===== config.mk =====
export PLATFORM = sky130hd
export DESIGN_NAME = ordered_insert_ring_queue
export DESIGN_NICKNAME = d
export VERILOG_FILES = /design/src/hdl/oirq_pkg.sv /design/src/hdl/ordered_insert_ring_queue.sv /design/src/hdl/oirq_cell.sv
export SDC_FILE = /design/constraint.sdc
export NUM_CORES = 1
export LEC_CHECK = 0
export BUFFER_PORTS_ARGS = -buffer_cell sky130_fd_sc_hd__buf_4
export CORE_ASPECT_RATIO = 0.7
export CORE_MARGIN = 10
export CORE_UTILIZATION = 40
export CTS_BUF_LIST = sky130_fd_sc_hd__clkbuf_4
export CTS_CLUSTER_SIZE = 30
export DETAILED_ROUTE_END_ITERATION = 8
export GPL_TIMING_DRIVEN = 1
export PLACE_DENSITY = 0.53
export SETUP_SLACK_MARGIN = 0.02
export SLEW_MARGIN = 15
export SYNTH_ARGS = -nofsm -noshare
export SYNTH_HDL_FRONTEND = slang
export SYNTH_SLANG_ARGS = --single-unit

===== constraint.sdc =====
create_clock -name clk -period 8.15 [get_ports clk]
set_input_delay 1.2225 -clock clk [delete_from_list [all_inputs] [get_ports clk]]
set_output_delay 1.2225 -clock clk [all_outputs]
set_load 0.05 [all_outputs]

===== src/hdl/oirq_pkg.sv =====
// package for the ordered insert ring queue
// holds default sizes, the operation codes and the cell control struct; no dependencies
package oirq_pkg;

	localparam int DEPTH_DEF        = 16;
	localparam int HANDLE_WIDTH_DEF = 16;
	localparam int KEY_WIDTH_DEF    = 16;

	// operation codes carried in the input tuser
	typedef enum logic [1:0] {
		KIND_APPEND = 2'd0,
		KIND_INSERT = 2'd1,
		KIND_REMOVE = 2'd2,
		KIND_READ   = 2'd3
	} kind_t;

	// per-cycle command broadcast to every cell, already qualified by the transaction
	typedef struct packed {
		logic append;
		logic insert;
		logic remove;
	} oirq_ctrl_t;

endpackage


===== src/hdl/ordered_insert_ring_queue.sv =====
// top level of the ordered insert ring queue: a row of oirq_cell storage cells
// ordered from the head, a fill counter and a registered result; depends on oirq_pkg and oirq_cell
//
// The queue holds up to DEPTH-1 entries of a task handle and a signed key, kept in
// a row of cells in queue order with the head in the first cell. Each input
// transaction is one operation selected by s_tuser: append at the tail, priority
// insert in front of the first entry whose key is strictly greater (equal keys keep
// arrival order), remove head or read head. Every operation returns one result
// transaction with a success flag, the head entry for remove and read, and the fill
// count with empty and full flags after the operation. Every cell compares its key
// with the new one and shifts or loads in the same cycle, and the insert position
// ripples through the row as a prefix of the compare results. A new operation is
// taken in every cycle in which the output register is empty or being drained, so
// the sustained rate is one per cycle.
module ordered_insert_ring_queue import oirq_pkg::*; #(
	parameter int DEPTH        = DEPTH_DEF,
	parameter int HANDLE_WIDTH = HANDLE_WIDTH_DEF,
	parameter int KEY_WIDTH    = KEY_WIDTH_DEF,
	localparam int CNT_W       = $clog2(DEPTH),
	localparam int IN_W        = ((HANDLE_WIDTH + KEY_WIDTH + 7) / 8) * 8,
	localparam int OUT_RAW     = HANDLE_WIDTH + KEY_WIDTH + CNT_W + 2,
	localparam int OUT_W       = ((OUT_RAW + 7) / 8) * 8
) (
	input  logic             clk,
	input  logic             arst_n,
	input  logic             s_tvalid,
	output logic             s_tready,
	input  logic [IN_W-1:0]  s_tdata,   // task_handle, task_key, zero pad
	input  logic [1:0]       s_tuser,   // kind
	output logic             m_tvalid,
	input  logic             m_tready,
	output logic [OUT_W-1:0] m_tdata,   // head_handle, head_key, count, is_empty_flag,
	                                    // is_full_flag, zero pad
	output logic [0:0]       m_tuser    // ok
);

	localparam int NCELL = DEPTH - 1;
	localparam logic [CNT_W-1:0] FULL_CNT = CNT_W'(DEPTH - 1);

	logic [CNT_W-1:0]        count_q;
	logic [CNT_W-1:0]        count_nxt;
	logic                    m_tvalid_q;
	logic                    res_ok_q;
	logic [HANDLE_WIDTH-1:0] res_handle_q;
	logic [KEY_WIDTH-1:0]    res_key_q;
	logic [CNT_W-1:0]        res_count_q;

	logic                    accept;
	kind_t                   kind;
	logic                    is_full;
	logic                    queue_empty;
	logic                    is_ins;
	logic                    res_ok;
	logic [HANDLE_WIDTH-1:0] res_handle;
	logic [KEY_WIDTH-1:0]    res_key;
	logic [HANDLE_WIDTH-1:0] in_handle;
	logic [KEY_WIDTH-1:0]    in_key;
	oirq_ctrl_t              ctrl;

	logic [HANDLE_WIDTH-1:0] cell_handle [NCELL];
	logic [KEY_WIDTH-1:0]    cell_key    [NCELL];
	logic                    cell_gt     [NCELL];
	logic                    found       [NCELL];

	assign s_tready  = !m_tvalid_q || m_tready;
	assign accept    = s_tvalid && s_tready;
	assign kind      = kind_t'(s_tuser);
	assign in_handle = s_tdata[HANDLE_WIDTH-1:0];
	assign in_key    = s_tdata[HANDLE_WIDTH+KEY_WIDTH-1:HANDLE_WIDTH];

	// decode the operation and work out the result
	always_comb begin
		is_full      = count_q == FULL_CNT;
		queue_empty  = count_q == '0;
		is_ins       = (kind == KIND_APPEND) || (kind == KIND_INSERT);
		ctrl.append  = accept && (kind == KIND_APPEND) && !is_full;
		ctrl.insert  = accept && (kind == KIND_INSERT) && !is_full;
		ctrl.remove  = accept && (kind == KIND_REMOVE) && !queue_empty;
		res_ok       = is_ins ? !is_full : !queue_empty;
		res_handle   = '0;
		res_key      = '0;
		if (!is_ins && !queue_empty) begin
			res_handle = cell_handle[0];
			res_key    = cell_key[0];
		end
		count_nxt = count_q;
		if (ctrl.append || ctrl.insert) begin
			count_nxt = count_q + CNT_W'(1);
		end else if (ctrl.remove) begin
			count_nxt = count_q - CNT_W'(1);
		end
	end

	// insert position: set in every cell behind the first greater key
	assign found[0] = 1'b0;
	for (genvar i = 1; i < NCELL; i++) begin : g_found
		assign found[i] = found[i-1] || cell_gt[i-1];
	end

	// the cell row, head in cell zero
	for (genvar i = 0; i < NCELL; i++) begin : g_cell
		logic [HANDLE_WIDTH-1:0] left_handle;
		logic [KEY_WIDTH-1:0]    left_key;
		logic [HANDLE_WIDTH-1:0] right_handle;
		logic [KEY_WIDTH-1:0]    right_key;

		if (i == 0) begin : g_first
			assign left_handle = in_handle;
			assign left_key    = in_key;
		end else begin : g_mid
			assign left_handle = cell_handle[i-1];
			assign left_key    = cell_key[i-1];
		end
		if (i == NCELL - 1) begin : g_last
			assign right_handle = in_handle;
			assign right_key    = in_key;
		end else begin : g_inner
			assign right_handle = cell_handle[i+1];
			assign right_key    = cell_key[i+1];
		end

		oirq_cell #(
			.HANDLE_WIDTH (HANDLE_WIDTH),
			.KEY_WIDTH    (KEY_WIDTH),
			.CNT_W        (CNT_W),
			.INDEX        (i)
		) u_cell (
			.clk          (clk),
			.ctrl         (ctrl),
			.count        (count_q),
			.new_handle   (in_handle),
			.new_key      (in_key),
			.left_handle  (left_handle),
			.left_key     (left_key),
			.right_handle (right_handle),
			.right_key    (right_key),
			.found_in     (found[i]),
			.gt           (cell_gt[i]),
			.handle       (cell_handle[i]),
			.key          (cell_key[i])
		);
	end

	// fill count and output valid
	always_ff @(posedge clk or negedge arst_n) begin
		if (!arst_n) begin
			count_q    <= '0;
			m_tvalid_q <= 1'b0;
		end else begin
			count_q <= count_nxt;
			if (accept) begin
				m_tvalid_q <= 1'b1;
			end else if (m_tready) begin
				m_tvalid_q <= 1'b0;
			end
		end
	end

	// result register
	always_ff @(posedge clk) begin
		if (accept) begin
			res_ok_q     <= res_ok;
			res_handle_q <= res_handle;
			res_key_q    <= res_key;
			res_count_q  <= count_nxt;
		end
	end

	assign m_tvalid   = m_tvalid_q;
	assign m_tuser[0] = res_ok_q;
	assign m_tdata    = OUT_W'({(res_count_q == FULL_CNT), (res_count_q == '0),
	                            res_count_q, res_key_q, res_handle_q});

`ifndef SYNTHESIS
	a_count_range: assert property (@(posedge clk) disable iff (!arst_n)
		count_q <= FULL_CNT)
		else $error("fill count above capacity");

	a_remove_empty: assert property (@(posedge clk) disable iff (!arst_n)
		(accept && (kind == KIND_REMOVE) && queue_empty) |=> (count_q == '0))
		else $error("remove on empty queue changed the count");

	a_insert_ok: assert property (@(posedge clk) disable iff (!arst_n)
		(accept && is_ins && !is_full) |=> (m_tvalid && m_tuser[0]))
		else $error("insert with room not reported as stored");

	a_count_step: assert property (@(posedge clk) disable iff (!arst_n)
		!accept |=> $stable(count_q))
		else $error("count moved without a transaction");
`endif

endmodule


===== src/hdl/oirq_cell.sv =====
// one storage cell of the queue row: holds a handle and key at a fixed position
// from the head; depends on oirq_pkg
module oirq_cell import oirq_pkg::*; #(
	parameter int HANDLE_WIDTH = HANDLE_WIDTH_DEF,
	parameter int KEY_WIDTH    = KEY_WIDTH_DEF,
	parameter int CNT_W        = 4,
	parameter int INDEX        = 0
) (
	input  logic                    clk,
	input  oirq_ctrl_t              ctrl,
	input  logic [CNT_W-1:0]        count,
	input  logic [HANDLE_WIDTH-1:0] new_handle,
	input  logic [KEY_WIDTH-1:0]    new_key,
	input  logic [HANDLE_WIDTH-1:0] left_handle,
	input  logic [KEY_WIDTH-1:0]    left_key,
	input  logic [HANDLE_WIDTH-1:0] right_handle,
	input  logic [KEY_WIDTH-1:0]    right_key,
	input  logic                    found_in,
	output logic                    gt,
	output logic [HANDLE_WIDTH-1:0] handle,
	output logic [KEY_WIDTH-1:0]    key
);

	logic [HANDLE_WIDTH-1:0] handle_q;
	logic [KEY_WIDTH-1:0]    key_q;
	logic                    occupied;
	logic                    at_tail;

	// compare the incoming key against the stored one
	always_comb begin
		occupied = CNT_W'(INDEX) < count;
		at_tail  = CNT_W'(INDEX) == count;
		gt       = ctrl.insert && occupied && ($signed(new_key) < $signed(key_q));
	end

	// shift toward the head, shift toward the tail, or load the new entry
	always_ff @(posedge clk) begin
		if (ctrl.remove) begin
			handle_q <= right_handle;
			key_q    <= right_key;
		end else if (ctrl.insert && found_in) begin
			handle_q <= left_handle;
			key_q    <= left_key;
		end else if ((ctrl.insert && (gt || at_tail)) || (ctrl.append && at_tail)) begin
			handle_q <= new_handle;
			key_q    <= new_key;
		end
	end

	assign handle = handle_q;
	assign key    = key_q;

endmodule


After elaboration in Yosys (flattened, before gate mapping)
Index checks and enable logic that the tools add are counted.
{ "op_classes": {"eq_ne": 18, "add_sub_neg": 2, "n_lt_le_gt_ge": 30, "n_mux": 93, "n_reduce_logical": 151} }
{ "ops": {"columns": ["cell", "count"], "rows": [
  ["$mux W16", 88],
  ["$lt A16 B16 Y1", 15],
  ["$logic_and A1 B1 Y1", 82],
  ["$logic_or A1 B1 Y1", 46],
  ["$reduce_bool A3 Y1", 14],
  ["$eq A4 B4 Y1 const A", 7],
  ["$lt A4 B4 Y1 const A", 7],
  ["$eq A3 B4 Y1 const A", 4],
  ["$lt A3 B4 Y1 const A", 4],
  ["$eq A2 B4 Y1 const A", 2],
  ["$eq A4 B4 Y1 const B", 2],
  ["$logic_not A4 Y1", 2],
  ["$lt A1 B4 Y1 const A", 2],
  ["$lt A2 B4 Y1 const A", 2],
  ["$mux W4", 2],
  ["$add A4 B1 Y4 const B", 1],
  ["$eq A1 B4 Y1 const A", 1],
  ["$logic_not A1 Y1", 4],
  ["$reduce_bool A2 Y1", 2],
  ["$sub A4 B1 Y4 const B", 1],
  ["$mux W1", 3],
  ["$eq A2 B1 Y1 const B", 1],
  ["$eq A2 B2 Y1 const B", 1],
  ["$logic_not A2 Y1", 1]
]} }
{ "totals": {"elab_cells": 330, "output_inout_bits": 43, "register_bits": 522, "inputBits": 38} }

Longest topological paths before layout
{ "logic_depth": {"depth_word": 23, "depth_mapped": 16, "ltp_nobuf": 11} }

Hierarchy
Synthesis repeated with hierarchy kept, for this count alone.
{ "unflattened": {"hier_cells": 3143, "area_unflattened_um2": 32956.6} }
{ "by_module_without_submodules": {"columns": ["mod", "seq_area_each_um2", "cells_each", "area_per_inst_um2", "instances"], "rows": [
  ["oirq_cell (g_cell[11].u_cell)", 960.9, 200, 2109.5, 1],
  ["oirq_cell (g_cell[1].u_cell)", 960.9, 198, 2107.0, 1],
  ["oirq_cell (g_cell[3].u_cell)", 960.9, 199, 2103.3, 1],
  ["oirq_cell (g_cell[2].u_cell)", 960.9, 199, 2092.0, 1],
  ["oirq_cell (g_cell[12].u_cell)", 960.9, 200, 2085.8, 1],
  ["oirq_cell (g_cell[13].u_cell)", 960.9, 198, 2079.5, 1],
  ["oirq_cell (g_cell[5].u_cell)", 960.9, 202, 2077.0, 1],
  ["oirq_cell (g_cell[4].u_cell)", 960.9, 202, 2074.5, 1],
  ["oirq_cell (g_cell[9].u_cell)", 960.9, 201, 2070.7, 1],
  ["oirq_cell (g_cell[10].u_cell)", 960.9, 202, 2067.0, 1],
  ["oirq_cell (g_cell[6].u_cell)", 960.9, 204, 2067.0, 1],
  ["oirq_cell (g_cell[8].u_cell)", 960.9, 201, 2054.5, 1],
  ["oirq_cell (g_cell[14].u_cell)", 960.9, 200, 2053.2, 1],
  ["oirq_cell (g_cell[7].u_cell)", 960.9, 203, 2049.5, 1],
  ["2 more rows", null, null, null, null]
]} }

Least setup slack after synthesis
No wires, ideal clock.
{ "synth_timing": {"path_kind": "in2reg", "startpoint": "input port m_tready", "endpoint": "register g_cell[12].u_cell.handle_q[0], enable pin", "setup_ns": 0.533, "path_buffers": 1, "path_stages": 5, "arrival_time_ns": 6.055, "t_required_ns": 7.617, "path_slack_ns": 1.562, "path_cell_list": "nand2b_1 and3_1 buf_2 nand2_1 o311ai_0"} }
{ "synth_via": {"elab_chain_cells": 19, "elab_cells_between_ends": 51, "classes_between": "reduce/logical (51)"} }
{ "synth_lines": {"columns": ["item", "line_no", "rtl"], "rows": [
  ["start: declaration", "ordered_insert_ring_queue.sv:31", "input logic m_tready,"],
  ["$logic_or A1 B1 Y1 *", "ordered_insert_ring_queue.sv:65", "assign s_tready = !m_tvalid_q || m_tready;"],
  ["$logic_and A1 B1 Y1 *", "ordered_insert_ring_queue.sv:66", "assign accept = s_tvalid && s_tready;"],
  ["$logic_and A1 B1 Y1 (2 in a row)", "ordered_insert_ring_queue.sv:77", "ctrl.insert = accept && (kind == KIND_INSERT) && !is_full;"],
  ["$logic_and A1 B1 Y1 (2 in a row)", "oirq_cell.sv:33", "gt = ctrl.insert && occupied && ($signed(new_key) < $signed(key_q));"],
  ["$logic_or A1 B1 Y1 (11 in a row)", "ordered_insert_ring_queue.sv:97", "assign found[i] = found[i-1] || cell_gt[i-1];"],
  ["$logic_and A1 B1 Y1", "oirq_cell.sv:41", "end else if (ctrl.insert && found_in) begin"],
  ["$reduce_bool A3 Y1 (no line) *", null, null],
  ["end signal: assignment", "oirq_cell.sv:39", "handle_q <= right_handle;"],
  ["end signal: assignment", "oirq_cell.sv:42", "handle_q <= left_handle;"],
  ["end signal: assignment", "oirq_cell.sv:45", "handle_q <= new_handle;"],
  ["end: declaration", "oirq_cell.sv:24", "logic [HANDLE_WIDTH-1:0] handle_q;"]
]} }
Every way passes the cells marked *; elsewhere a longest branch is shown, timed or not.
A chain may end at the register's enable or synchronous reset.

Worst setup path in the final report
{ "layout_timing": {"startpoint": "register count_q[0]", "endpoint": "register g_cell[14].u_cell.handle_q[14], data pin"} }
{ "layout_via": {"elab_chain_cells": 21, "elab_cells_between_ends": 64, "classes_between": "order compare (14); eq/ne (1); mux (2); reduce/logical (47)"} }
{ "layout_lines": {"columns": ["item", "line_no", "rtl"], "rows": [
  ["start: declaration", "ordered_insert_ring_queue.sv:40", "logic [CNT_W-1:0] count_q;"],
  ["start signal: assignment", "ordered_insert_ring_queue.sv:150", "count_q <= count_nxt;"],
  ["parallel branches: the longest is 20 deep, another holds $lt A1 B4 Y1", null, null],
  ["$mux W16 *", "oirq_cell.sv:38", "if (ctrl.remove) begin"],
  ["end signal: assignment", "oirq_cell.sv:39", null],
  ["end signal: assignment", "oirq_cell.sv:42", null],
  ["end signal: assignment", "oirq_cell.sv:45", null],
  ["end: declaration", "oirq_cell.sv:24", null]
]} }
Every way passes the cells marked *.

==> impl_metrics.env <==
export IMPL_synth_area_leaders="edfxtp_1, ha_1, nand2_1"
export IMPL_cts_resized=0
export IMPL_power_frac_comb=0.323
export IMPL_worst_path_max_fanout=29
export IMPL_pin_count=81
export IMPL_crit_path_cell_trace="ha_1 > a31oi_4 > and3_1 > o311ai_0 > nor2_1 > mux2i_1 > and4_2 > nand2_2 > or3_2 > buf_4 > mux2_4"
export IMPL_holdCritStartpoint="s_tvalid"
export IMPL_status="complete, no violations"
export IMPL_skew_ns=0.0593
export IMPL_postSynthAreaPerCell_um2=9.95
export IMPL_finalWirelength_um=109000
export IMPL_cts_buffers=142
export IMPL_num_vias=25326
export IMPL_port_buffers=78
export IMPL_die_y_um=251
export IMPL_cap_viol_max_count=0
export IMPL_power_internal_w=0.00619
export IMPL_grt_overflow_total=0
export IMPL_viasPerCell=5.99
export IMPL_power_switching_w=0.00395
export IMPL_max_freq_ghz=0.175
export IMPL_start_kind="flop"
export IMPL_leakage_nw=13.3
export IMPL_grt_pass1_vias=24496
export IMPL_synth_top_cell_area_share=0.508
export IMPL_cts_sinks=522
export IMPL_cts_setup_buffers=0
export IMPL_hpwl_um=71800
export IMPL_routabilityCongestion=0.920
export IMPL_cts_htree_levels=4
export IMPL_area_growth_syn_to_layout_pct=10.6
export IMPL_max_stage_delay_ns=0.81
export IMPL_path_delay_family="simple AND/OR/NAND/NOR gates"
export IMPL_hold_viol=0
export IMPL_ir_worst_vdd_v=0.000141
export IMPL_finalPower_w=0.0101
export IMPL_grt_setup_unrepaired="no"
export IMPL_crit_required_ns=8.88
export IMPL_p_clk_frac=0.242
export IMPL_antenna_found_initial=4
export IMPL_swShare=0.390
export IMPL_cp_slowest_cell="or3_2"
export IMPL_core_um2=75400
export IMPL_slew_headroom=0.0750
export IMPL_post_route_period_util=0.699
export IMPL_cts_tree="done"
export IMPL_dr_pass1_iters=7
export IMPL_rows=84
export IMPL_critPathBufInv=1
export IMPL_synth_async_sr_flop_share=0.00958
export IMPL_cts_buffer_depth=3
export IMPL_fillers=7147
export IMPL_ys_ff_latch=522
export IMPL_finalSetupViolations=0
export IMPL_synth_ff_type="edfxtp_1"
export IMPL_hold_buffers=1
export IMPL_min_period_ns=5.70
export IMPL_yosysTopAreaCell="edfxtp_1"
export IMPL_seq_power_share=0.435
export IMPL_drt_initial_drc_count=3349
export IMPL_netlist_instances=3072
export IMPL_fp_dieW_um=350
export IMPL_netlist_area_um2=30600
export IMPL_final_nets=3384
export IMPL_maxSlewViolCount=0
export IMPL_routedWlPerCell_um=25.7
export IMPL_timing_critical_path_from="count_q[0]"
export IMPL_postRouteAntennaNets=0
export IMPL_arrival_ns=6.43
export IMPL_drc=0
export IMPL_crit_type="reg -> reg"
export IMPL_start_util=0.405
export IMPL_die_area_um2=88000
export IMPL_clkTransAtPathRegs_ns=0.06
export IMPL_ys_warn_count=0
export IMPL_hold_path_class="in -> reg"
export IMPL_end_kind="flop"
export IMPL_drive_above_1_share=0.125
export IMPL_tightest_slew_ns=1.37
export IMPL_r2r_start="count_q[0]"
export IMPL_grt_max_degree=224
export IMPL_clk_latency_ns=1.04
export IMPL_pwr_density_cell_nw_per_um2=300
export IMPL_ctsRootBufferMaster="clkbuf_4"
export IMPL_ys_seq_area_frac=0.512
export IMPL_grt_pass1_wl_um=160000
export IMPL_track_usage=0.242
export IMPL_synth_edf_count=517
export IMPL_synth_cell_types=71
export IMPL_tns_ns=0
==> cell usage in the layout (no fill, tap or decap), types with 113 or more instances in the layout <==
master      n
inv_1     268
o21ai_0   264
nand2_1   469
nor2_1    253
clkbuf_4  206
edfxtp_1  517
buf_4     113
ha_1      214
a21oi_1   184
==> final cells by class <==
type	count	area (µm²)	share of cell area
multi-input combinational	2079	13200	0.389
antenna	8	20.0	0.000593
inverter	269	1010	0.0299
timing repair buffer	118	938	0.0278
clock inverter	36	229	0.00678
tap	989	1240	0.0366
clock buffer	206	1550	0.0458
sequential	522	15700	0.463
==> stage by stage <==
stage               cell area (µm²)  utilization  hold WS [ns]  worst slack [ns]  std cells
finish                        33800        0.448         0.474              2.45       4227
global placement              32000        0.424         0.531              1.89       3976
global route                  33800        0.448         0.396              2.22       4221
floorplan                     30600            -         0.509              1.56       3073
CTS                           33800        0.448         0.361              2.59       4219
detailed placement            32000        0.424         0.536              1.80       3976
==> Yosys cell counts, drive strengths merged, types with 5 or more instances <==
library cell and instances:
a211oi 26, clkbuf 144, nand2b 20, a21o 25
nand2 473, a2111oi 7, a211o 9, or2 6
o21a 7, a221oi 17, o21ai 266, buf 59
o211ai 54, mux2i 78, and3 21, a21oi 185
o221ai 77, and4 7, nand4 31, inv 269
nor2 256, dfrtp 5, o2111ai 7, a221o 37
nor2b 6, or3 5, nor3 44, mux2 21
nand3 56, nor4 8, o311ai 5, edfxtp 517
a31oi 71, ha 214
==> per-layer routing <==
layer | track usage | part of all wire
met4 | 0.0837 | 0.030
met5 | 0 | 0
met3 | 0.0557 | 0.11
met2 | 0.336 | 0.40
met1 | 0.364 | 0.46
==> state kept, by name (all words and copies together), names as in the netlist <==
| signal | count |
|---|---|
| g_cell.u_cell.handle | 240 |
| g_cell.u_cell.key | 240 |
| res_handle_q | 16 |
| res_key_q | 16 |
| count_q | 4 |
| res_count_q | 4 |
| m_tuser | 1 |
| m_tvalid | 1 |
==> worst paths after layout <==
path                                                endpoint  slack, ns  cells after the start
worst max-delay path            g_cell[14].u_cell.handle[14]       2.45                     11
worst min-delay path                                m_tvalid       0.47                      2
worst max register to register  g_cell[14].u_cell.handle[14]       2.45                     11
worst min register to register     g_cell[11].u_cell.key[15]       0.54                      2
max in group asynchronous                         count_q[2]       7.47                      2
min in group asynchronous                         count_q[3]       0.56                      2
==> logic make-up (layout without fill, tap and decap cells) <==
kind of cell    after synthesis  after routing  share of synthesized area
compound gates              814            814                      0.170
buf+inv                     472            629                     0.0615
other cells                   1             10                   0.000123
fa+ha+maj                   214            214                     0.0876
flops                       522            522                      0.512
simple gates                946            946                      0.132
xor+xnor                      4              4                    0.00115
mux                          99             99                     0.0350
==> power groups by stage <==
stage | Combinational [W] | Sequential (W) | Clock [W]
after global placement | 0.00314 | 0.00444 | 0
after floorplan | 0.00203 | 0.00435 | 0
after detailed placement | 0.00322 | 0.00445 | 0
after CTS | 0.00323 | 0.00440 | 0.00250
final | 0.00328 | 0.00442 | 0.00245
after global routing | 0.00358 | 0.00448 | 0.00265
(Power assumes the default switching activity.)
